<file path="config.mk">
export PLATFORM = sky130hd
export DESIGN_NAME = bch_col_cell
export DESIGN_NICKNAME = d
export VERILOG_FILES = /design/src/design/binary_contour_hollow_3x3_defines.svh /design/src/design/bch_pkg.sv /design/src/design/bch_col_cell.sv
export SDC_FILE = /design/constraint.sdc
export NUM_CORES = 1
export LEC_CHECK = 0
export BUFFER_PORTS_ARGS = -buffer_cell sky130_fd_sc_hd__buf_4
export CAP_MARGIN = 25
export CORE_ASPECT_RATIO = 1.1
export CORE_MARGIN = 2
export CORE_UTILIZATION = 47
export CTS_CLUSTER_DIAMETER = 100
export DETAILED_ROUTE_END_ITERATION = 8
export PLACE_DENSITY = 0.79
export SYNTH_ARGS = -nofsm -noshare
export SYNTH_HDL_FRONTEND = slang
export SYNTH_SLANG_ARGS = --single-unit
</file>
<file path="constraint.sdc">
create_clock -name clk_i -period 1.9 [get_ports clk_i]
set_input_delay 0.475 -clock clk_i [delete_from_list [all_inputs] [get_ports clk_i]]
set_output_delay 0.475 -clock clk_i [all_outputs]
set_load 0.02 [all_outputs]
</file>
<file path="src/design/binary_contour_hollow_3x3_defines.svh">
// Assertion macros shared by the contour hollowing design files.
`ifndef BINARY_CONTOUR_HOLLOW_3X3_DEFINES_SVH
`define BINARY_CONTOUR_HOLLOW_3X3_DEFINES_SVH
`ifndef SYNTH
`define BCH_ASSERT(lbl, prop) \
  lbl: assert property (@(posedge clk_i) disable iff (!rst_ni) prop) \
    else $error("binary_contour_hollow_3x3: check failed");
`define BCH_ASSERT_ALWAYS(lbl, prop) \
  lbl: assert property (@(posedge clk_i) prop) \
    else $error("binary_contour_hollow_3x3: check failed");
`else
`define BCH_ASSERT(lbl, prop)
`define BCH_ASSERT_ALWAYS(lbl, prop)
`endif
`endif

</file>
<file path="src/design/bch_pkg.sv">
// Shared constants and types of the binary contour hollowing block.
package bch_pkg;

  localparam int MAX_WIDTH_DEF  = 1024;
  localparam int MAX_HEIGHT_DEF = 4096;

  localparam int PIX_W      = 8;
  localparam int COL_W      = 3 * PIX_W;
  localparam int CFG_W_W    = 11;
  localparam int CFG_H_W    = 13;
  localparam int CFG_IDX_W  = 2;
  localparam int CFG_DATA_W = 13;

  localparam logic [CFG_W_W-1:0] IMAGE_WIDTH_RST  = 11'd640;
  localparam logic [CFG_H_W-1:0] IMAGE_HEIGHT_RST = 13'd480;

  localparam int OUT_FIFO_DEPTH = 4;

  typedef enum logic [CFG_IDX_W-1:0] {
    CFG_IMAGE_WIDTH  = 2'd0,
    CFG_IMAGE_HEIGHT = 2'd1
  } cfg_reg_e;

  typedef enum logic {
    MODE_PUSH  = 1'b0,
    MODE_DRAIN = 1'b1
  } mode_e;

  typedef struct packed {
    logic en;
    logic clr;
  } cell_ctrl_t;

  typedef struct packed {
    logic [PIX_W-1:0] pixel;
    logic             last;
    logic             frame_end;
  } out_item_t;

endpackage

</file>
<file path="src/design/bch_col_cell.sv">
// One window cell: holds a three-pixel column, takes the incoming column when enabled and clears on request.
module bch_col_cell (
  input  logic                       clk_i,
  input  logic                       rst_ni,
  input  bch_pkg::cell_ctrl_t        ctrl_i,
  input  logic [bch_pkg::COL_W-1:0]  col_i,
  output logic [bch_pkg::COL_W-1:0]  col_o
);
  import bch_pkg::*;

  logic [COL_W-1:0] col_q, col_d;

  always_comb begin
    col_d = col_q;
    if (ctrl_i.clr) begin
      col_d = '0;
    end else if (ctrl_i.en) begin
      col_d = col_i;
    end
  end

  always_ff @(posedge clk_i or negedge rst_ni) begin
    if (!rst_ni) begin
      col_q <= '0;
    end else begin
      col_q <= col_d;
    end
  end

  assign col_o = col_q;

endmodule

</file>
==> impl_results.md, run 1 <==
* Outcome: finished, final reports clean
* Max Clock Freq at about 740 MHz
* CP Class: flop to primary output
* DRT iter0 DRCs at 4
* Hpwl dp at around 1.5 mm
* Share of cells above drive strength 1 at 43.3%
* Top post-synthesis cells by count: 24 x dfrtp_1, 24 x mux2i_1, 24 x nor2_1
* Max_slew headroom at between 70 and 80%
* Cell variety after synth at 6
* Nets at between 150 and 200
* Max Cap Violations at 0
* Seq cells post-synth at 24
* Clock power frac at approximately a quarter
* Vias at around 730
* Cell count after synthesis at slightly below 80
* N_diodes at 0
* Tot Pwr at roughly 1000 uW
* Setup violators final at 0
* Slowest-stage cell, CP: dfrtp_1
* Die width at 47.8 um
* # clock sinks at 24
* Port-buffer cells at 51
* Worst setup EP type: primary output
* Die H at 52.1 um
* 1st-pass router iterations at 3
* Post-CTS sizing at 0
* Final ANT Viol Nets at 0
* Post-DR wirelength/cell at between 10 and 15 um
* CTS tree: built
* H-tree levels at 1
* Post-CTS Setup Bufs at 0
* Synthesized area per cell at approximately 13 um2
* Synth area leaders: dfrtp_1 61%, mux2i_1 24%, nor2_1 9.1%
* Fin Clk Skew at 0 ps
* CP top delay family: flip-flops
* Drt via density at between 4 and 5
* Layout Area Growth over Synthesis at 39.9%
* Synthesized Nets at between 100 and 150
* Gr ovfl total at 0
* Pint at between 700 and 800 uW
* CP Cell Sequence: buf_4
* Switching Power at 257 uW
* WP data arrival at 880 ps
* Initial antenna violation count at 0
* Top-area cell type share of the netlist area at between 60% and 70%
* Yosys top cell by area: dfrtp_1
* Remaining DRCs at 0
* EDFF count, synth at 0
* Cell area after synthesis at around 1000 um2
* VDD IR max at 0.426 mV
* Clock Tree Buf Depth at 2
* Hold crit path type: input port to async pin
* Fin. Hold Viols at 0
* I/O pins at 52
* Comb pwr share at roughly a fifth
* Yosys warns at 0
* Initial Util at roughly half
* Rows at 17
* Routed WL at approximately 2 mm
* Die area at roughly 0.0025 mm2
* Worst skew pair latency at ~300 ps
* Clk root buf: clkbuf_4
* Largest register FFs at 24
* Period Utilization, post-route at 71.2%
* Clock slew at reported path FFs at roughly 130 ps
* Core ar. at roughly 0.002 mm2
* Seq pwr share at between 50% and 60%
* Hold_buf cts at 0
* Top FF cell, synth: dfrtp_1
* Switching Share at between 20 and 30%
* First-pass GRT wire length at roughly 3.3 mm
* Seq/Total Area, Yosys at between 60% and 70%
* Pin count of the biggest net entering global routing at 25
* Final-report max-slew violation count at 0
* Ys async rst share at 100%
* Vias in the first global route at a little under 800
* Buf+Inv Stages, Crit Path at 1
* Unrepaired setup endpoints after global routing: no
* Slowest stage delay, CP at 410 ps
* Power per standard cell area at between 700 and 800 mW/mm2
* Cts bufs inserted at 3
* Setup crit start kind: flop
* Critical path fanouts, max at 2
* Worst slew pin tran at 386 ps
* Gr usage total at a little under a fifth
* Fill count at 174
* Min Tclk post-route at approximately 1400 ps
* Leak Pwr at just under 0.0008 uW
* Critical Path RT at roughly 1400 ps
* Post-route setup TNS at 0 ps
* RD Place Congestion at 0.655
per-layer routing:
| metal | track usage (%) | wire length (um) |
|---|---|---|
| met5 | 0 | 0 |
| met4 | 6.76 | 16 |
| met3 | 4.17 | 124 |
| met2 | 32.4 | 1140 |
| met1 | 21.6 | 707 |
power by group through the flow:
stage	registers [uW]	logic (uW)	clock network (uW)
after global routing	559	219	285
final	555	200	258
after global placement	564	199	0
after CTS	555	204	267
after floorplan	600	69.1	0
after detailed placement	565	203	0
metrics by stage:
step           instance area [um2]  std cells  utilization, %  hold WS [ps]  worst slack (ps)
5_1_grt                       1390        155            69.3          40.6               498
4_1_cts                       1390        155            69.3          43.1               530
2_1_floorplan                  990         77               -           179               826
3_5_place_dp                  1350        151            67.5           386               610
3_3_place_gp                  1350        151            67.5           386               660
6_report                      1390        155            69.3          36.0               546
cell usage in the layout, fill, tap and decap left out:
master and n:
nor2_1 24, buf_4 51, clkbuf_8 1, dfrtp_1 24, mux2i_1 24, clkbuf_4 3
layout make-up:
cell class / count / area [um2] / area share, %
Clock buffer: 4 / 36.3 / 2.62
Sequential cell: 24 / 601 / 43.4
Multi-Input combinational cell: 48 / 330 / 23.8
Tap cell: 28 / 35.0 / 2.53
Timing Repair Buffer: 51 / 383 / 27.6
cells by family (layout without fill, tap and decap cells):
kind of cell	Yosys count	count (layout)	share of synthesized area, %
flops	24	24	60.7
buf+inv	5	55	5.94
mux	24	24	24.3
simple gates	24	24	9.10
final timing paths:
check                           from   endpoint  slack [ps]  depth (start not counted)
hold reg to reg            col_o[17]  col_o[17]         540                          2
hold / removal                rst_ni  col_o[19]          40                          1
setup reg to reg            col_o[9]   col_o[9]        1170                          2
setup / recovery            col_o[7]   col_o[7]         550                          1
max in group asynchronous     rst_ni   col_o[6]        1630                          1
min in group clk_i         col_i[21]  col_o[21]         410                          3
Power figures use the tool's default switching activity.
==> run 2, diff against run 1 <==
- CORE_UTILIZATION: 47 -> 43
- PLACE_DENSITY: 0.79 -> 0.73
- clock period: 1.9 -> 1.28 ns (I/O delays scaled with it)
==> run 2 against run 1 <==
Clock skew is the same. Via count fell by 2.2%. Non-clock buffer count increased by 1. Flip-flop and latch count unchanged. Die area up 8.5%. Power increased by 49%. Global-route usage decreased by 2.8 points. Setup slack got worse by 460 ps. Critical path type unchanged. Largest cell class unchanged.
==> impl_results.md, run 2 (synthesized netlist as in run 1, its figures left out) <==
* Outcome: finished, final reports clean
* Clock Tree Buf Depth at 2
* Post-CTS sizing at 0
* R2R setup slack at roughly 580 ps
* WP data arrival at slightly below 900 ps
* Gr usage total at between 10% and 20%
* I/O pins at 52
* GR peak layer: met2
* Initial Util at around 45%
* Critical Path RT at 960 ps
* Max Clock Freq at roughly 830 MHz
* Met1 GRT Util at between 10% and 20%
* Port-buffer cells at 51
* Share of cells above drive strength 1 at ~43%
* Worst skew pair latency at ~300 ps
* Initial antenna violation count at 0
* Gr ovfl total at 0
* Hpwl dp at ~1.4 mm
* N_diodes at 0
* RD Place Congestion at approximately 0.71
* DRT iter0 DRCs at 5
* Fill count at between 200 and 250
* Pin count of the biggest net entering global routing at 25
* Commonest non-fill, non-tap cell in the layout: buf_4
* Core ar. at roughly 0.0022 mm2
* Clock slew at reported path FFs at about 130 ps
* Layout Area Growth over Synthesis at 41.2%
* Setup crit start kind: flop
* CP Cell Sequence: buf_4
* Max Cap Violations at 0
* Fin. Hold Viols at 0
* Max_slew headroom at between 70% and 80%
* Vias in the first global route at about 690
* Power per standard cell area at between 1000 and 1500 mW/mm2
* Period Utilization, post-route at 93.6%
* Post-CTS Setup Bufs at 0
* Setup violators final at 0
* Worst slew pin tran at ~390 ps
* Die area at roughly 0.0027 mm2
* Hold crit path type: input port to flop
* Met2 usage at between 20 and 30%
* Post-route setup TNS at 0 ps
* Routed WL at slightly below 2 mm
* Area of the multi-input gates at 330 um2
* Setup WS pre-CTS at roughly 170 ps
* Buf+Inv Stages, Crit Path at 1
* Die H at 54.3 um
* Final ANT Viol Nets at 0
* CP Class: flop to primary output
* Nets at roughly 160
* Fin Clk Skew at 0 ps
* CP top delay family: flip-flops
* FF+latch area at around 600 um2
* H-tree levels at 1
* Slowest stage delay, CP at between 400 and 500 ps
* VDD IR max at 0.710 mV
* Clk root buf: clkbuf_4
* Most frequent cells in the layout: 51 x buf_4, 24 x mux2i_1, 24 x nor2_1, 24 x dfrtp_1, 3 x clkbuf_4
* Largest register FFs at 24
* First-pass GRT wire length at around 3.1 mm
* Vias at around 700
* Met3 Use GR at under 10%
* CTS tree: built
* Final setup margin at between 80 and 90 ps
* 1st-pass router iterations at 4
* Drt via density at 4.54
* Rows at 18
* # clock sinks at 24
* Remaining DRCs at 0
* Leak Pwr at between 0.0007 and 0.0008 uW
* Slowest-stage cell, CP: dfrtp_1
* Post-DR wirelength/cell at around 12 um
* Final-report max-slew violation count at 0
* Min Tclk post-route at between 1000 and 1500 ps
* Unrepaired setup endpoints after global routing: no
* Cts bufs inserted at 3
* Worst setup EP type: primary output
* Die width at 49.7 um
* Critical path fanouts, max at 2
[run 2: path summary, 6_finish.rpt]
| check | from | end | depth (start not counted) |
|---|---|---|---|
| max | col_o[19] | col_o[19] | 1 |
| min | col_i[11] | col_o[11] | 3 |
| max reg2reg | col_o[4] | col_o[4] | 2 |
| min reg2reg | col_o[11] | col_o[11] | 2 |
| max in group asynchronous | rst_ni | col_o[8] | 2 |
| min in group asynchronous | rst_ni | col_o[9] | 2 |
[run 2: where the power goes]
| group | internal [uW] | switching [uW] | leakage, uW | total, uW |
|---|---|---|---|---|
| Combinational | 150 | 149 | 0.000445 | 299 |
| Clock | 173 | 214 | 0.0000210 | 387 |
| Sequential | 800 | 22.1 | 0.000318 | 822 |
[run 2: stage by stage]
step / std cells / hold slack, ps / total power (uW) / utilization [%] / area [um2]
6_report: 158 / 248 / 1510 / 63.3 / 1400
5_1_grt: 158 / 232 / 1590 / 63.3 / 1400
4_1_cts: 158 / 244 / 1530 / 63.3 / 1400
3_5_place_dp: 153 / 236 / 1140 / 61.2 / 1350
3_3_place_gp: 153 / 230 / 1130 / 61.2 / 1350
2_1_floorplan: 77 / 24.4 / 993 / - / 990
[run 2: metal layers]
layer	up-vias	part of all wire, %
li1	354	-
met1	342	39
met2	19	56
met3	2	3.2
met4	0	1.4
met5	-	0
[run 2: area by class of cell]
type | instances | share of cell area (%)
sequential | 24 | 43.0
timing repair buffer | 52 | 28.1
clock buffer | 4 | 2.60
tap | 30 | 2.69
multi-input combinational | 48 | 23.6
[run 2: worst reg2reg max path: cells and delay by family, from the launching register on]
family	cells	cell delay (ps)
mux	1	140
simple gates	1	60
flops	1	400
[run 2: what timing repair did]
| action | CTS | global route |
|---|---|---|
| hold endpoints to repair | 24 | 0 |
| endpoints found under the setup margin | 0 | 0 |
| hold buffers | 1 | 0 |
