## src/design/binary_contour_hollow_3x3_defines.svh

```systemverilog
// Assertion macros shared by the contour hollowing design files.
`ifndef BINARY_CONTOUR_HOLLOW_3X3_DEFINES_SVH
`define BINARY_CONTOUR_HOLLOW_3X3_DEFINES_SVH
`ifndef SYNTH
`define BCH_ASSERT(lbl, prop) \
  lbl: assert property (@(posedge clk_i) disable iff (!rst_ni) prop) \
    else $error("binary_contour_hollow_3x3: check failed");
`define BCH_ASSERT_ALWAYS(lbl, prop) \
  lbl: assert property (@(posedge clk_i) prop) \
    else $error("binary_contour_hollow_3x3: check failed");
`else
`define BCH_ASSERT(lbl, prop)
`define BCH_ASSERT_ALWAYS(lbl, prop)
`endif
`endif

```

## src/design/bch_pkg.sv

```systemverilog
// Shared constants and types of the binary contour hollowing block.
package bch_pkg;

  localparam int MAX_WIDTH_DEF  = 1024;
  localparam int MAX_HEIGHT_DEF = 4096;

  localparam int PIX_W      = 8;
  localparam int COL_W      = 3 * PIX_W;
  localparam int CFG_W_W    = 11;
  localparam int CFG_H_W    = 13;
  localparam int CFG_IDX_W  = 2;
  localparam int CFG_DATA_W = 13;

  localparam logic [CFG_W_W-1:0] IMAGE_WIDTH_RST  = 11'd640;
  localparam logic [CFG_H_W-1:0] IMAGE_HEIGHT_RST = 13'd480;

  localparam int OUT_FIFO_DEPTH = 4;

  typedef enum logic [CFG_IDX_W-1:0] {
    CFG_IMAGE_WIDTH  = 2'd0,
    CFG_IMAGE_HEIGHT = 2'd1
  } cfg_reg_e;

  typedef enum logic {
    MODE_PUSH  = 1'b0,
    MODE_DRAIN = 1'b1
  } mode_e;

  typedef struct packed {
    logic en;
    logic clr;
  } cell_ctrl_t;

  typedef struct packed {
    logic [PIX_W-1:0] pixel;
    logic             last;
    logic             frame_end;
  } out_item_t;

endpackage

```

## src/design/bch_out_fifo.sv

```systemverilog
// Result queue that takes up to two items per cycle and hands out one.
`include "binary_contour_hollow_3x3_defines.svh"
module bch_out_fifo (
  input  logic               clk_i,
  input  logic               rst_ni,
  input  logic               push0_i,
  input  bch_pkg::out_item_t item0_i,
  input  logic               push1_i,
  input  bch_pkg::out_item_t item1_i,
  output logic               space2_o,
  output logic               out_valid_o,
  input  logic               out_ready_i,
  output bch_pkg::out_item_t out_item_o
);
  import bch_pkg::*;

  localparam int PTR_W = $clog2(OUT_FIFO_DEPTH);
  localparam int CNT_W = $clog2(OUT_FIFO_DEPTH + 1);

  out_item_t        mem_q [OUT_FIFO_DEPTH];
  logic [PTR_W-1:0] wptr_q, wptr_d, wptr_nx, rptr_q, rptr_d;
  logic [CNT_W-1:0] count_q, count_d;
  logic             pop;

  assign pop         = out_valid_o && out_ready_i;
  assign out_valid_o = (count_q != '0);
  assign out_item_o  = mem_q[rptr_q];
  assign space2_o    = (count_q <= CNT_W'(OUT_FIFO_DEPTH - 2));
  assign wptr_nx     = wptr_q + PTR_W'(1);

  always_comb begin
    wptr_d  = wptr_q;
    rptr_d  = rptr_q;
    if (push0_i) begin
      wptr_d = push1_i ? (wptr_q + PTR_W'(2)) : wptr_nx;
    end
    if (pop) begin
      rptr_d = rptr_q + PTR_W'(1);
    end
    count_d = count_q + CNT_W'(push0_i) + CNT_W'(push1_i) - CNT_W'(pop);
  end

  always_ff @(posedge clk_i or negedge rst_ni) begin
    if (!rst_ni) begin
      wptr_q  <= '0;
      rptr_q  <= '0;
      count_q <= '0;
    end else begin
      wptr_q  <= wptr_d;
      rptr_q  <= rptr_d;
      count_q <= count_d;
    end
  end

  always_ff @(posedge clk_i) begin
    if (push0_i) begin
      mem_q[wptr_q] <= item0_i;
    end
    if (push1_i) begin
      mem_q[wptr_nx] <= item1_i;
    end
  end

  `BCH_ASSERT(a_no_overflow, push0_i |-> (count_q <= CNT_W'(OUT_FIFO_DEPTH - 2)))
  `BCH_ASSERT(a_pair_in_order, push1_i |-> push0_i)
  `BCH_ASSERT(a_pop_drops, (pop && !push0_i) |=> (count_q == $past(count_q) - CNT_W'(1)))
  `BCH_ASSERT(a_count_bound, count_q <= CNT_W'(OUT_FIFO_DEPTH))

endmodule
```

## config.mk

```make
export PLATFORM = sky130hd
export DESIGN_NAME = bch_out_fifo
export DESIGN_NICKNAME = d
export VERILOG_FILES = /design/src/design/bch_pkg.sv /design/src/design/bch_out_fifo.sv
export VERILOG_INCLUDE_DIRS = /design/src /design/src/design
export SDC_FILE = /design/constraint.sdc
export NUM_CORES = 1
export LEC_CHECK = 0
export BUFFER_PORTS_ARGS = -buffer_cell sky130_fd_sc_hd__buf_4
export CAP_MARGIN = 10
export CORE_MARGIN = 2
export CORE_UTILIZATION = 58
export CTS_BUF_LIST = sky130_fd_sc_hd__clkbuf_4 sky130_fd_sc_hd__clkbuf_8
export CTS_CLUSTER_DIAMETER = 80
export CTS_CLUSTER_SIZE = 14
export DETAILED_ROUTE_END_ITERATION = 8
export PLACE_DENSITY = 0.84
export REMOVE_ABC_BUFFERS = 1
export SLEW_MARGIN = 5
export SYNTH_ARGS = -nofsm -noshare
export SYNTH_HDL_FRONTEND = slang
export SYNTH_SLANG_ARGS = --single-unit
```

## constraint.sdc

```tcl
create_clock -name clk_i -period 2.89 [get_ports clk_i]
set_input_delay 0.578 -clock clk_i [delete_from_list [all_inputs] [get_ports clk_i]]
set_output_delay 0.578 -clock clk_i [all_outputs]
set_load 0.05 [all_outputs]
```

==> report_table.html, run 1 <==
<table>
<tr><th>Metric</th><th>Value</th></tr>
<tr><th colspan="2">Run status</th></tr>
<tr><td>Run status</td><td>finished, final reports clean</td></tr>
<tr><th colspan="2">Route</th></tr>
<tr><td>Post-route antenna net violation count</td><td>0</td></tr>
<tr><td>Vias per inst</td><td>5.831</td></tr>
<tr><td>Router iterations before antenna repair</td><td>4</td></tr>
<tr><td>Drt initial violations</td><td>71</td></tr>
<tr><td>Number of remaining DRC errors</td><td>0</td></tr>
<tr><td>Vias after detailed routing</td><td>1382</td></tr>
<tr><td>Total Routed Length</td><td>4.500 mm</td></tr>
<tr><td>WL/cell</td><td>18.99 um</td></tr>
<tr><th colspan="2">Flow run</th></tr>
<tr><td>Number of max-cap violations</td><td>0</td></tr>
<tr><th colspan="2">Die</th></tr>
<tr><td>Starting utilization of the core area</td><td>59.96%</td></tr>
<tr><td>Core ar.</td><td>0.004000 mm^2</td></tr>
<tr><td>Die Span X</td><td>68.31 um</td></tr>
<tr><td>Chip height</td><td>68.31 um</td></tr>
<tr><td>Total number of placement rows</td><td>23</td></tr>
<tr><td>Top-level port count</td><td>37</td></tr>
<tr><td>Full die area</td><td>0.004666 mm^2</td></tr>
<tr><th colspan="2">Setup path</th></tr>
<tr><td>CP endpoint kind</td><td>output port</td></tr>
<tr><td>RR Startpoint</td><td>count_q[1]</td></tr>
<tr><td>Worst setup path startpoint</td><td>rptr_q[0]</td></tr>
<tr><td>CP required</td><td>2.31 ns</td></tr>
<tr><td>Critical Path AT</td><td>1.70 ns</td></tr>
<tr><td>Critical path launch point type</td><td>register</td></tr>
<tr><td>Max Fanout on Critical Path</td><td>10</td></tr>
<tr><td>Critical setup path kind</td><td>register to output port</td></tr>
<tr><th colspan="2">Layout</th></tr>
<tr><td>Fraction of layout instances using a drive strength above 1</td><td>51.87%</td></tr>
<tr><td>Share of the core filled with cells in the final layout</td><td>69.78%</td></tr>
<tr><td>Antenna cell count</td><td>0</td></tr>
<tr><td>Number of nets in the layout</td><td>219</td></tr>
<tr><td>Number of fill cells in the layout</td><td>276</td></tr>
<tr><td>Area grow syn2layout</td><td>16.38%</td></tr>
<tr><th colspan="2">Timing</th></tr>
<tr><td>Max Clock Freq</td><td>438.8 MHz</td></tr>
<tr><td>Final setup violation count</td><td>0</td></tr>
<tr><td>Setup total negative slack</td><td>0 ns</td></tr>
<tr><td>Final-report max-slew violation count</td><td>0</td></tr>
<tr><td>Final worst hold slack</td><td>0.08141 ns</td></tr>
<tr><td>Final hold vios</td><td>0</td></tr>
<tr><td>Share of the cycle needed by the critical path after routing</td><td>78.86%</td></tr>
<tr><td>Rel. slew slack</td><td>60.64%</td></tr>
<tr><td>Setup repair after global routing missed its margin</td><td>no</td></tr>
<tr><td>Worst Tran Pin Value</td><td>0.5889 ns</td></tr>
<tr><td>Shortest period the worst path allows</td><td>2.279 ns</td></tr>
<tr><td>Fin Clk Skew</td><td>0.002823 ns</td></tr>
<tr><th colspan="2">Logic synthesis</th></tr>
<tr><td>Commonest cells in the netlist</td><td>edfxtp_1, mux2_2, nand2_1</td></tr>
<tr><td>Number of unique standard cell types used by synthesis</td><td>20</td></tr>
<tr><td>Ys flop type</td><td>edfxtp_1</td></tr>
<tr><td>Post-Synthesis Mean Instance Area</td><td>16.66 um^2</td></tr>
<tr><td>Flip-flop and latch count after synthesis</td><td>47</td></tr>
<tr><td>Yosys top cell area share</td><td>50.08%</td></tr>
<tr><td>Number of instances in the synthesized netlist</td><td>144</td></tr>
<tr><td>Cell accounting for the most synthesized area</td><td>edfxtp_1</td></tr>
<tr><td>Post-synthesis sequential area ratio</td><td>57.38%</td></tr>
<tr><td>Async SR Flop Fraction</td><td>14.89%</td></tr>
<tr><td>Mapped cell area</td><td>0.002399 mm^2</td></tr>
<tr><td>Top area cells in the synthesized netlist</td><td>edfxtp_1, mux2_2, mux4_2</td></tr>
<tr><td>YS warnings</td><td>0</td></tr>
<tr><td>Post-synth EDFFs</td><td>40</td></tr>
<tr><th colspan="2">Clock network</th></tr>
<tr><td>Total number of H-tree levels</td><td>2</td></tr>
<tr><td>Clock latency on the worst-skew pair</td><td>0.29 ns</td></tr>
<tr><td>Clk slew on worst S/H paths</td><td>0.08 ns</td></tr>
<tr><td>TritonCTS clock tree</td><td>yes</td></tr>
<tr><td>Post-CTS Repair Setup Buffers</td><td>0</td></tr>
<tr><td>Max clock buf depth</td><td>2</td></tr>
<tr><td>Root Driver</td><td>clkbuf_8</td></tr>
<tr><td>Number of CTS-inserted buffers</td><td>5</td></tr>
<tr><td>Number of hold buffers added after cts</td><td>0</td></tr>
<tr><td># resized after CTS</td><td>0</td></tr>
<tr><td>CTS Sinks</td><td>47</td></tr>
<tr><th colspan="2">Place</th></tr>
<tr><td>Dpl hpwl</td><td>3.052 mm</td></tr>
<tr><td>Final weighted congestion of routability-driven global placement</td><td>0.7800</td></tr>
<tr><td>PortBufs</td><td>36</td></tr>
<tr><th colspan="2">Pwr</th></tr>
<tr><td>Peak VDD IR</td><td>0.7781 mV</td></tr>
<tr><td>Leakage power</td><td>1.095 nW</td></tr>
<tr><td>Pwr per Cell Area</td><td>1050 mW/mm^2</td></tr>
<tr><th colspan="2">GRT</th></tr>
<tr><td>Largest net degree at the start of global routing</td><td>14</td></tr>
<tr><td>All-Layer GR Usage</td><td>21.56%</td></tr>
<tr><td>Antenna violations before repair</td><td>0</td></tr>
<tr><td>Wire length of the first global-routing pass</td><td>6.831 mm</td></tr>
<tr><td>Total grt overflow</td><td>0</td></tr>
<tr><td>Number of global-route vias before repair</td><td>1505</td></tr>
<tr><th colspan="2">Hold path</th></tr>
<tr><td>Type of the worst min-delay path</td><td>primary input to asynchronous set/reset pin</td></tr>
</table>
[power by group]
group	switching, mW	internal [mW]	leakage, nW
clock	0.207	0.175	0.0437
sequential	0.115	1.00	0.456
combinational	0.865	0.565	0.595
total	1.19	1.74	1.09
[registers in the layout (all words and copies together) (netlist names)]
register	flops
rptr_q	2
count_q	3
mem_q	40
wptr_q	2
[layer usage]
| metal | GRT usage, % | up-vias | wire, um |
|---|---|---|---|
| met2 | 36.53 | 45 | 2460 |
| met1 | 24.58 | 693 | 1777 |
| met3 | 5.428 | 10 | 197 |
| li1 | - | 634 | - |
| met4 | 12.75 | 0 | 64 |
| met5 | 0 | - | 0 |
[final timing paths]
check	end	cells after the start	slack, ns
max in group asynchronous	rptr_q[0]	1	2.69
max	out_item_o[2]	3	0.61
max reg2reg	count_q[2]	6	0.78
min in group clk_i	rptr_q[0]	1	0.51
min	wptr_q[0]	1	0.08
min reg2reg	rptr_q[0]	1	0.51
[logic make-up (layout without fill, tap and decap cells)]
group / count (synthesis) / in the layout / synth area share (%)
buffers and inverters: 13 / 56 / 3.651
AOI/OAI and AO/OA: 4 / 4 / 1.305
xor gates and xnor gates: 4 / 4 / 1.461
DFF: 47 / 47 / 57.38
and+or+nand+nor: 18 / 18 / 3.235
adders and majority gates: 8 / 8 / 4.799
muxes: 50 / 50 / 28.17
[layout make-up]
cell class	instances	area, um^2	area share (%)
Inverter	7	26.28	0.9413
Tap cell	50	62.56	2.241
Multi-Input combinational cell	84	934.6	33.48
Timing Repair Buffer	41	307.8	11.03
Clock inverter	2	7.507	0.2689
Clock buffer	6	76.32	2.734
Sequential cell	47	1376	49.31
[cell usage in the layout (no fill, tap or decap), types with 2 or more instances in the layout]
master | netlist | routed
clkinv_1 | 0 | 2
inv_1 | 7 | 7
xnor2_1 | 3 | 3
dfrtp_1 | 7 | 7
mux2_2 | 40 | 40
edfxtp_1 | 40 | 40
nor2_1 | 2 | 2
buf_4 | 0 | 41
ha_1 | 6 | 6
nand2_1 | 13 | 13
clkbuf_8 | 0 | 5
fa_1 | 2 | 2
mux4_2 | 10 | 10
[through the flow]
stage	area [um^2]	power (mW)	worst slack [ns]	std cells
floorplan	2337	2.138	0.8924	138
global placement	2708	2.522	0.7716	229
detailed placement	2708	2.574	0.7202	229
CTS	2791	2.946	0.5825	237
global route	2791	3.071	0.5497	237
finish	2791	2.930	0.6108	237
[critical path, cell delays in order, from the launching register on]
cell and delay, ns:
dfrtp_1 0.39, buf_4 0.26, mux4_2 0.54, buf_4 0.21
No activity file was read; power rests on OpenSTA's default activity.
==> run 2: changes to the inputs <==
--- a/config.mk
+++ b/config.mk
@@ -6,15 +6,16 @@
 export SDC_FILE = /design/constraint.sdc
 export NUM_CORES = 1
 export LEC_CHECK = 0
+export ABC_AREA = 1
 export BUFFER_PORTS_ARGS = -buffer_cell sky130_fd_sc_hd__buf_4
 export CAP_MARGIN = 10
 export CORE_MARGIN = 2
-export CORE_UTILIZATION = 58
+export CORE_UTILIZATION = 59
 export CTS_BUF_LIST = sky130_fd_sc_hd__clkbuf_4 sky130_fd_sc_hd__clkbuf_8
 export CTS_CLUSTER_DIAMETER = 80
 export CTS_CLUSTER_SIZE = 14
 export DETAILED_ROUTE_END_ITERATION = 8
-export PLACE_DENSITY = 0.84
+export PLACE_DENSITY = 0.85
 export REMOVE_ABC_BUFFERS = 1
 export SLEW_MARGIN = 5
 export SYNTH_ARGS = -nofsm -noshare
==> constraint.sdc (replaced) <==
create_clock -name clk_i -period 2.25 [get_ports clk_i]
set_input_delay 0.45 -clock clk_i [delete_from_list [all_inputs] [get_ports clk_i]]
set_output_delay 0.45 -clock clk_i [all_outputs]
set_load 0.05 [all_outputs]
==> report_table.html, run 2 <==
<table>
<tr><th>Metric</th><th>Value</th></tr>
<tr><th colspan="2">Setup path</th></tr>
<tr><td>CP endpoint kind</td><td>register</td></tr>
<tr><td>Critical setup path kind</td><td>register to register</td></tr>
<tr><td>Reg2Reg Capture Point</td><td>count_q[2]</td></tr>
<tr><td>CP required</td><td>2.44 ns (+0.13 ns)</td></tr>
<tr><td>Critical path launch point type</td><td>register</td></tr>
<tr><td>Worst setup slack for register-to-register paths</td><td>0.18 ns (-0.60 ns)</td></tr>
<tr><td>Critical Path AT</td><td>2.26 ns (+0.56 ns)</td></tr>
<tr><td>Worst setup path startpoint</td><td>count_q[0]</td></tr>
<tr><td>Cell depth of the worst flop-to-flop path</td><td>9 (+3)</td></tr>
<tr><td>Max Fanout on Critical Path</td><td>5 (-5)</td></tr>
<tr><td>RR Startpoint</td><td>count_q[0]</td></tr>
<tr><th colspan="2">Place</th></tr>
<tr><td>PortBufs</td><td>36 (unchanged)</td></tr>
<tr><td>Final weighted congestion of routability-driven global placement</td><td>0.7830 (+0.38%)</td></tr>
<tr><td>Post-place setup slack</td><td>0.1770 ns (-0.5431 ns)</td></tr>
<tr><td>Area post-placement</td><td>0.002779 mm^2 (+2.6%)</td></tr>
<tr><td>Dpl hpwl</td><td>3.335 mm (+9.3%)</td></tr>
<tr><th colspan="2">GRT</th></tr>
<tr><td>Antenna violations before repair</td><td>0 (unchanged)</td></tr>
<tr><td>Wire length of the first global-routing pass</td><td>8.197 mm (+20%)</td></tr>
<tr><td>Total grt overflow</td><td>0 (unchanged)</td></tr>
<tr><td>All-Layer GR Usage</td><td>24.49% (+2.9 points)</td></tr>
<tr><td>Number of global-route vias before repair</td><td>1806 (+20%)</td></tr>
<tr><td>Largest net degree at the start of global routing</td><td>21 (+7)</td></tr>
<tr><th colspan="2">Route</th></tr>
<tr><td>Total Routed Length</td><td>4.969 mm (+10%)</td></tr>
<tr><td>Drt initial violations</td><td>223 (+210%)</td></tr>
<tr><td>Vias after detailed routing</td><td>1993 (+44%)</td></tr>
<tr><td>Router iterations before antenna repair</td><td>5 (+1)</td></tr>
<tr><td>Number of remaining DRC errors</td><td>0 (unchanged)</td></tr>
<tr><td>Post-route antenna net violation count</td><td>0 (unchanged)</td></tr>
<tr><td>Vias per inst</td><td>5.386 (-7.6%)</td></tr>
<tr><td>WL/cell</td><td>13.43 um (-29%)</td></tr>
<tr><th colspan="2">Clock network</th></tr>
<tr><td>Post-CTS Repair Setup Buffers</td><td>0 (unchanged)</td></tr>
<tr><td>Total number of H-tree levels</td><td>2 (unchanged)</td></tr>
<tr><td>Max clock buf depth</td><td>2 (unchanged)</td></tr>
<tr><td>Root Driver</td><td>clkbuf_8</td></tr>
<tr><td>Clk slew on worst S/H paths</td><td>0.08 ns (about the same)</td></tr>
<tr><td>TritonCTS clock tree</td><td>yes</td></tr>
<tr><td>Clock latency on the worst-skew pair</td><td>0.30 ns (about the same)</td></tr>
<tr><td>Number of CTS-inserted buffers</td><td>5 (unchanged)</td></tr>
<tr><td>CTS Sinks</td><td>47 (unchanged)</td></tr>
<tr><th colspan="2">Timing</th></tr>
<tr><td>Max Clock Freq</td><td>483.6 MHz</td></tr>
<tr><td>Final worst hold slack</td><td>0.4068 ns (+0.3253 ns)</td></tr>
<tr><td>Final setup violation count</td><td>0 (unchanged)</td></tr>
<tr><td>Final hold vios</td><td>0 (unchanged)</td></tr>
<tr><td>Shortest period the worst path allows</td><td>2.068 ns</td></tr>
<tr><td>Share of the cycle needed by the critical path after routing</td><td>91.91%</td></tr>
<tr><td>Min setup slack post-route</td><td>0.1820 ns (-0.4288 ns)</td></tr>
<tr><td>Final-report max-slew violation count</td><td>0 (unchanged)</td></tr>
<tr><td>Worst Tran Pin Value</td><td>0.5556 ns (-0.03330 ns)</td></tr>
<tr><td>Setup repair after global routing missed its margin</td><td>no</td></tr>
<tr><td>Rel. slew slack</td><td>62.87% (+2.2 points)</td></tr>
<tr><td>Fin Clk Skew</td><td>0.006715 ns (+0.003892 ns)</td></tr>
<tr><th colspan="2">Logic synthesis</th></tr>
<tr><td>Yosys top cell area share</td><td>48.63% (-1.4 points)</td></tr>
<tr><td>Number of instances in the synthesized netlist</td><td>281 (+95%)</td></tr>
<tr><td>Cell accounting for the most synthesized area</td><td>edfxtp_1</td></tr>
<tr><td>Async SR Flop Fraction</td><td>14.89% (unchanged)</td></tr>
<tr><td>Ys flop type</td><td>edfxtp_1</td></tr>
<tr><td>Post-Synthesis Mean Instance Area</td><td>8.790 um^2 (-47%)</td></tr>
<tr><td>Mapped cell area</td><td>0.002470 mm^2 (+3.0%)</td></tr>
<tr><td>Post-synth EDFFs</td><td>40 (unchanged)</td></tr>
<tr><td>Number of unique standard cell types used by synthesis</td><td>20 (unchanged)</td></tr>
<tr><td>Commonest cells in the netlist</td><td>nand2_1, o21ai_1, edfxtp_1</td></tr>
<tr><td>Flip-flop and latch count after synthesis</td><td>47 (unchanged)</td></tr>
<tr><td>Top area cells in the synthesized netlist</td><td>edfxtp_1, nand2_1, o21ai_1</td></tr>
<tr><td>Post-synthesis sequential area ratio</td><td>55.72% (-1.7 points)</td></tr>
<tr><td>YS warnings</td><td>0 (unchanged)</td></tr>
<tr><td>Most numerous cell in the Yosys netlist</td><td>nand2_1</td></tr>
<tr><th colspan="2">Pwr</th></tr>
<tr><td>Combinational share of power</td><td>53.1% (+4.3 points)</td></tr>
<tr><td>Peak VDD IR</td><td>0.8761 mV (+13%)</td></tr>
<tr><td>Post-route total power</td><td>4.210 mW (+44%)</td></tr>
<tr><td>Clock Power Share</td><td>12.1% (-0.9 points)</td></tr>
<tr><td>Switching power of the nets</td><td>1.958 mW (+65%)</td></tr>
<tr><td>Internal power component</td><td>2.252 mW (+29%)</td></tr>
<tr><td>Sequential group share of total power</td><td>34.8% (-3.4 points)</td></tr>
<tr><td>Switching power as a share of total power</td><td>46.51% (+6.0 points)</td></tr>
<tr><td>Pwr per Cell Area</td><td>1463 mW/mm^2 (+39%)</td></tr>
<tr><td>Leakage power</td><td>1.362 nW (+24%)</td></tr>
<tr><th colspan="2">Die</th></tr>
<tr><td>Top-level port count</td><td>37 (unchanged)</td></tr>
<tr><td>Chip height</td><td>68.70 um (+0.58%)</td></tr>
<tr><td>Die Span X</td><td>68.70 um (+0.58%)</td></tr>
<tr><td>Full die area</td><td>0.004720 mm^2 (+1.2%)</td></tr>
<tr><td>Starting utilization of the core area</td><td>61.30% (+1.3 points)</td></tr>
<tr><td>Total number of placement rows</td><td>23 (unchanged)</td></tr>
<tr><td>Core ar.</td><td>0.004029 mm^2 (+0.72%)</td></tr>
<tr><th colspan="2">Layout</th></tr>
<tr><td>Largest reg by FF count</td><td>mem_q</td></tr>
<tr><td>Leading cell type in the layout, fill and taps excluded</td><td>nand2_1</td></tr>
<tr><td>Area grow syn2layout</td><td>16.51%</td></tr>
<tr><td>Fraction of layout instances using a drive strength above 1</td><td>16.56% (-35 points)</td></tr>
<tr><td>Number of nets in the layout</td><td>352 (+61%)</td></tr>
<tr><td>Regs by FF count</td><td>mem_q: 40 flops, count_q: 3 flops</td></tr>
<tr><td>Antenna cell count</td><td>0 (unchanged)</td></tr>
<tr><td>Most frequent cells in the layout</td><td>nand2_1, o21ai_1, buf_4, edfxtp_1, inv_1</td></tr>
<tr><td>Number of flip-flops in the largest register</td><td>40 (unchanged)</td></tr>
<tr><td>Post-layout instance area</td><td>0.002878 mm^2 (+3.1%)</td></tr>
<tr><th colspan="2">Flow run</th></tr>
<tr><td>Number of max-cap violations</td><td>0 (unchanged)</td></tr>
<tr><th colspan="2">Run status</th></tr>
<tr><td>Run status</td><td>finished, final reports clean</td></tr>
<tr><th colspan="2">Hold path</th></tr>
<tr><td>Number of cells traversed by the worst hold path</td><td>2</td></tr>
<tr><td>Start point of the worst hold path</td><td>push0_i</td></tr>
<tr><td>Capture endpoint of the worst hold path</td><td>wptr_q[1]</td></tr>
<tr><td>Type of the worst min-delay path</td><td>primary input to register</td></tr>
</table>
==> run 2: cell type report <==
| cell class | instances | area (um^2) |
|---|---|---|
| fill | 286 | 1151 |
| multi-input combinational | 189 | 893.4 |
| clock inverter | 3 | 20.02 |
| sequential | 47 | 1376 |
| inverter | 31 | 116.4 |
| timing repair buffer | 45 | 340.3 |
| tap | 50 | 62.56 |
| clock buffer | 5 | 68.82 |
==> run 2: worst max path at each step <==
stage / slack, ns / endpoint / cells past startpoint
6_report: 0.18 / count_q[2] / 9
5_1_grt: 0.07 / count_q[2] / 9
4_1_cts: 0.17 / count_q[2] / 9
3_5_place_dp: 0.18 / count_q[2] / 9
3_3_place_gp: 0.22 / count_q[2] / 9
2_1_floorplan: -0.08 / count_q[2] / 9
==> run 2: logic make-up (layout without fill, tap and decap cells) <==
group                      after synthesis  count (layout)  synth area share (%)
AOI/OAI and AO/OA                       61              61                 12.36
xor gates and xnor gates                 2               2                0.7093
adders and majority gates                8               8                 4.661
buffers and inverters                   45              84                 8.105
DFF                                     47              47                 55.72
muxes                                    1               1                0.4053
and+or+nand+nor                        117             117                 18.03
==> run 2: per-layer routing <==
metal	share of wire (%)	global-route usage [%]	up-vias	routed length, um
li1	-	-	987	-
met1	41	30.83	916	2035
met2	51	41.83	83	2555
met3	6.4	4.383	7	319
met4	1.2	10.05	0	59
met5	0	0	-	0
==> run 2: metrics by stage <==
step                setup TNS [ns]  instances  util, %
floorplan                 -0.08793        267        -
global placement                 0        361    68.98
detailed placement               0        361    68.98
CTS                              0        370    71.43
global route                     0        370    71.43
finish                           0        370    71.43
==> run 2: power by group through the flow <==
stage / Combinational, mW / Sequential (mW) / Clock, mW
2_1_floorplan: 1.49 / 1.51 / 0
3_3_place_gp: 2.17 / 1.47 / 0
3_5_place_dp: 2.23 / 1.49 / 0
4_1_cts: 2.24 / 1.47 / 0.507
5_1_grt: 2.46 / 1.50 / 0.550
6_report: 2.24 / 1.47 / 0.509
==> run 2: what timing repair did <==
item | 4_1_cts | 5_1_grt
resized for setup | 0 | 0
endpoints found under the hold margin | 7 | 0
hold buffers | 1 | 0
==> run 2: worst max-delay path, cell delays in order, from the launching register on <==
cell and delay, ns:
dfrtp_1 0.42, nor2_1 0.10, nand2_1 0.12, nand2_1 0.10
inv_1 0.05, ha_1 0.26, inv_1 0.04, fa_1 0.37
fa_1 0.38, xnor2_1 0.14
==> run 3: changes to the inputs <==
--- a/config.mk
+++ b/config.mk
@@ -6,16 +6,16 @@
 export SDC_FILE = /design/constraint.sdc
 export NUM_CORES = 1
 export LEC_CHECK = 0
-export ABC_AREA = 1
 export BUFFER_PORTS_ARGS = -buffer_cell sky130_fd_sc_hd__buf_4
 export CAP_MARGIN = 10
 export CORE_MARGIN = 2
-export CORE_UTILIZATION = 59
+export CORE_UTILIZATION = 58
 export CTS_BUF_LIST = sky130_fd_sc_hd__clkbuf_4 sky130_fd_sc_hd__clkbuf_8
 export CTS_CLUSTER_DIAMETER = 80
 export CTS_CLUSTER_SIZE = 14
 export DETAILED_ROUTE_END_ITERATION = 8
-export PLACE_DENSITY = 0.85
+export HOLD_SLACK_MARGIN = 0.1
+export PLACE_DENSITY = 0.84
 export REMOVE_ABC_BUFFERS = 1
 export SLEW_MARGIN = 5
 export SYNTH_ARGS = -nofsm -noshare
==> report_table.html, run 3 (synthesized netlist as in run 1, its figures left out) <==
<table>
<tr><th>Metric</th><th>Value</th></tr>
<tr><th colspan="2">Clock network</th></tr>
<tr><td>Clk slew on worst S/H paths</td><td>0.08 ns (about the same)</td></tr>
<tr><td># resized after CTS</td><td>0 (unchanged)</td></tr>
<tr><td>Clock latency on the worst-skew pair</td><td>0.30 ns (about the same)</td></tr>
<tr><td>Total number of H-tree levels</td><td>2 (unchanged)</td></tr>
<tr><td>Post-CTS Repair Setup Buffers</td><td>0 (unchanged)</td></tr>
<tr><td>TritonCTS clock tree</td><td>yes</td></tr>
<tr><td>Max clock buf depth</td><td>2 (unchanged)</td></tr>
<tr><td>Root Driver</td><td>clkbuf_8</td></tr>
<tr><td>CTS Sinks</td><td>47 (unchanged)</td></tr>
<tr><td>Number of CTS-inserted buffers</td><td>5 (unchanged)</td></tr>
<tr><td>Number of hold buffers added after cts</td><td>1 (unchanged)</td></tr>
<tr><th colspan="2">Route</th></tr>
<tr><td>Number of remaining DRC errors</td><td>0 (unchanged)</td></tr>
<tr><td>Met3 layer wire length in the routed design</td><td>183 um (-43%)</td></tr>
<tr><td>DR top layer</td><td>met4</td></tr>
<tr><td>Vias after detailed routing</td><td>1333 (-33%)</td></tr>
<tr><td>Total Routed Length</td><td>4.317 mm (-13%)</td></tr>
<tr><td>Post-route antenna net violation count</td><td>0 (unchanged)</td></tr>
<tr><td>Vias per inst</td><td>5.601 (+4.0%)</td></tr>
<tr><td>Met1 wire length</td><td>1.673 mm (-18%)</td></tr>
<tr><td>Drt initial violations</td><td>54 (-76%)</td></tr>
<tr><td>Detailed route wirelength on metal2</td><td>2.425 mm (-5.1%)</td></tr>
<tr><td>WL/cell</td><td>18.14 um (+35%)</td></tr>
<tr><td>Router iterations before antenna repair</td><td>5 (unchanged)</td></tr>
<tr><th colspan="2">Pwr</th></tr>
<tr><td>Sequential group share of total power</td><td>36.7% (+1.9 points)</td></tr>
<tr><td>Peak VDD IR</td><td>0.9546 mV (+9.0%)</td></tr>
<tr><td>Switching power as a share of total power</td><td>39.16% (-7.4 points)</td></tr>
<tr><td>Switching power of the nets</td><td>1.533 mW (-22%)</td></tr>
<tr><td>Pwr per Cell Area</td><td>1378 mW/mm^2 (-5.8%)</td></tr>
<tr><td>Leakage power</td><td>1.121 nW (-18%)</td></tr>
<tr><td>Internal power component</td><td>2.383 mW (+5.8%)</td></tr>
<tr><td>Clock Power Share</td><td>15.7% (+3.6 points)</td></tr>
<tr><td>Combinational share of power</td><td>47.7% (-5.4 points)</td></tr>
<tr><th colspan="2">Setup path</th></tr>
<tr><td>Bufs and invs on worst path</td><td>1 (-1)</td></tr>
<tr><td>Biggest cell delay along the critical path</td><td>0.43 ns (about the same)</td></tr>
<tr><td>Critical Path AT</td><td>2.32 ns (+0.06 ns)</td></tr>
<tr><td>Critical setup path kind</td><td>register to register</td></tr>
<tr><td>Max Fanout on Critical Path</td><td>4 (-1)</td></tr>
<tr><td>CP endpoint kind</td><td>register</td></tr>
<tr><td>Cell-by-cell trace of the critical path</td><td>o31a_1, ha_1, inv_1, fa_1, fa_1, xnor2_1</td></tr>
<tr><td>Cell with the largest stage delay on the worst path</td><td>dfrtp_1</td></tr>
<tr><td>CP required</td><td>2.44 ns (about the same)</td></tr>
<tr><td>Critical path launch point type</td><td>register</td></tr>
<tr><td>Crit path top cell by count</td><td>fa_1</td></tr>
<tr><td>Crit-path leading delay family</td><td>adder cells</td></tr>
<tr><th colspan="2">Layout</th></tr>
<tr><td>Antenna cell count</td><td>0 (unchanged)</td></tr>
<tr><td>Number of non-filler instances in the completed layout</td><td>238 (-36%)</td></tr>
<tr><td>Regs by FF count</td><td>mem_q: 40 flops, count_q: 3 flops</td></tr>
<tr><td>Most frequent cells in the layout</td><td>mux2_2, buf_4, edfxtp_1, nand2_1, mux4_2</td></tr>
<tr><td>Number of fill cells in the layout</td><td>246 (-14%)</td></tr>
<tr><td>Fraction of layout instances using a drive strength above 1</td><td>52.66% (+36 points)</td></tr>
<tr><td>Number of nets in the layout</td><td>220 (-38%)</td></tr>
<tr><td>Multi-input gate area</td><td>934.6 um^2 (+4.6%)</td></tr>
<tr><td>Number of flip-flops in the largest register</td><td>40 (unchanged)</td></tr>
<tr><td>Post-layout instance area</td><td>0.002843 mm^2 (-1.2%)</td></tr>
<tr><td>Area grow syn2layout</td><td>18.52%</td></tr>
<tr><td>Storage element area</td><td>0.001376 mm^2 (unchanged)</td></tr>
<tr><td>Largest reg by FF count</td><td>mem_q</td></tr>
<tr><th colspan="2">Place</th></tr>
<tr><td>Post-place setup slack</td><td>0.1638 ns (-0.01328 ns)</td></tr>
<tr><td>PortBufs</td><td>36 (unchanged)</td></tr>
<tr><td>Final weighted congestion of routability-driven global placement</td><td>0.7235 (-7.6%)</td></tr>
<tr><td>Area post-placement</td><td>0.002720 mm^2 (-2.1%)</td></tr>
<tr><td>Dpl hpwl</td><td>2.961 mm (-11%)</td></tr>
<tr><td>Cell total after placement</td><td>229 (-37%)</td></tr>
<tr><th colspan="2">Die</th></tr>
<tr><td>Chip height</td><td>68.31 um (-0.57%)</td></tr>
<tr><td>Core ar.</td><td>0.004000 mm^2 (-0.71%)</td></tr>
<tr><td>Top-level port count</td><td>37 (unchanged)</td></tr>
<tr><td>Starting utilization of the core area</td><td>59.96% (-1.3 points)</td></tr>
<tr><td>Total number of placement rows</td><td>23 (unchanged)</td></tr>
<tr><td>Full die area</td><td>0.004666 mm^2 (-1.1%)</td></tr>
<tr><td>Die Span X</td><td>68.31 um (-0.57%)</td></tr>
<tr><th colspan="2">GRT</th></tr>
<tr><td>Total grt overflow</td><td>0 (unchanged)</td></tr>
<tr><td>Antenna violations before repair</td><td>0 (unchanged)</td></tr>
<tr><td>Wire length of the first global-routing pass</td><td>7.024 mm (-14%)</td></tr>
<tr><td>All-Layer GR Usage</td><td>22.16% (-2.3 points)</td></tr>
<tr><td>Largest net degree at the start of global routing</td><td>16 (-24%)</td></tr>
<tr><td>Number of global-route vias before repair</td><td>1451 (-20%)</td></tr>
<tr><th colspan="2">Timing</th></tr>
<tr><td>Final hold vios</td><td>0 (unchanged)</td></tr>
<tr><td>Fin Clk Skew</td><td>0.006449 ns (-0.0002661 ns)</td></tr>
<tr><td>Final setup violation count</td><td>0 (unchanged)</td></tr>
<tr><td>Setup total negative slack</td><td>0 ns (unchanged)</td></tr>
<tr><td>Min setup slack post-route</td><td>0.1170 ns (-0.06497 ns)</td></tr>
<tr><td>Share of the cycle needed by the critical path after routing</td><td>94.80% (+2.9 points)</td></tr>
<tr><td>Rel. slew slack</td><td>61.34% (-1.5 points)</td></tr>
<tr><td>Setup repair after global routing missed its margin</td><td>no</td></tr>
<tr><td>Shortest period the worst path allows</td><td>2.133 ns (+0.06497 ns)</td></tr>
<tr><td>Max Clock Freq</td><td>468.8 MHz (-3.0%)</td></tr>
<tr><td>Final-report max-slew violation count</td><td>0 (unchanged)</td></tr>
<tr><td>Worst Tran Pin Value</td><td>0.5799 ns (+0.02423 ns)</td></tr>
<tr><th colspan="2">Run status</th></tr>
<tr><td>Run status</td><td>finished, final reports clean</td></tr>
<tr><th colspan="2">Flow run</th></tr>
<tr><td>Number of max-cap violations</td><td>0 (unchanged)</td></tr>
<tr><th colspan="2">Hold path</th></tr>
<tr><td>Type of the worst min-delay path</td><td>primary input to register</td></tr>
</table>
-- run 3: layout make-up --
type / count / area share (%)
timing repair buffer: 42 / 11.62
clock buffer: 5 / 2.421
multi-input combinational: 84 / 32.88
inverter: 7 / 0.9243
clock inverter: 3 / 1.540
sequential: 47 / 48.42
tap: 50 / 2.201
-- run 3: metal layers --
| layer | track usage (%) | vias up |
|---|---|---|
| met5 | 0 | - |
| met4 | 8.000 | 0 |
| met3 | 6.414 | 6 |
| met2 | 39.32 | 26 |
| met1 | 25.36 | 669 |
| li1 | - | 632 |
-- run 3: power groups by stage --
stage,logic (mW),clock network [mW],registers (mW)
2_1_floorplan,1.31,0,1.44
3_3_place_gp,1.84,0,1.43
3_5_place_dp,1.89,0,1.46
4_1_cts,1.90,0.632,1.44
5_1_grt,2.00,0.662,1.47
6_report,1.87,0.613,1.44
-- run 3: metrics by stage --
step	utilization [%]	total power, mW	hold WS, ns
5_1_grt	71.07	4.136	0.4110
2_1_floorplan	-	2.746	0.1544
4_1_cts	71.07	3.964	0.4051
3_3_place_gp	68.00	3.277	0.2642
6_report	71.07	3.916	0.4176
3_5_place_dp	68.00	3.345	0.2691
-- run 3: worst paths after layout --
kind | start | slack (ns) | depth (start not counted) | end
hold / removal | push0_i | 0.42 | 2 | wptr_q[1]
setup reg to reg | count_q[1] | 0.12 | 6 | count_q[2]
max in group asynchronous | rst_ni | 1.64 | 2 | rptr_q[1]
hold reg to reg | rptr_q[0] | 0.54 | 1 | rptr_q[0]
setup / recovery | count_q[1] | 0.12 | 6 | count_q[2]
min in group asynchronous | rst_ni | 0.49 | 2 | wptr_q[1]
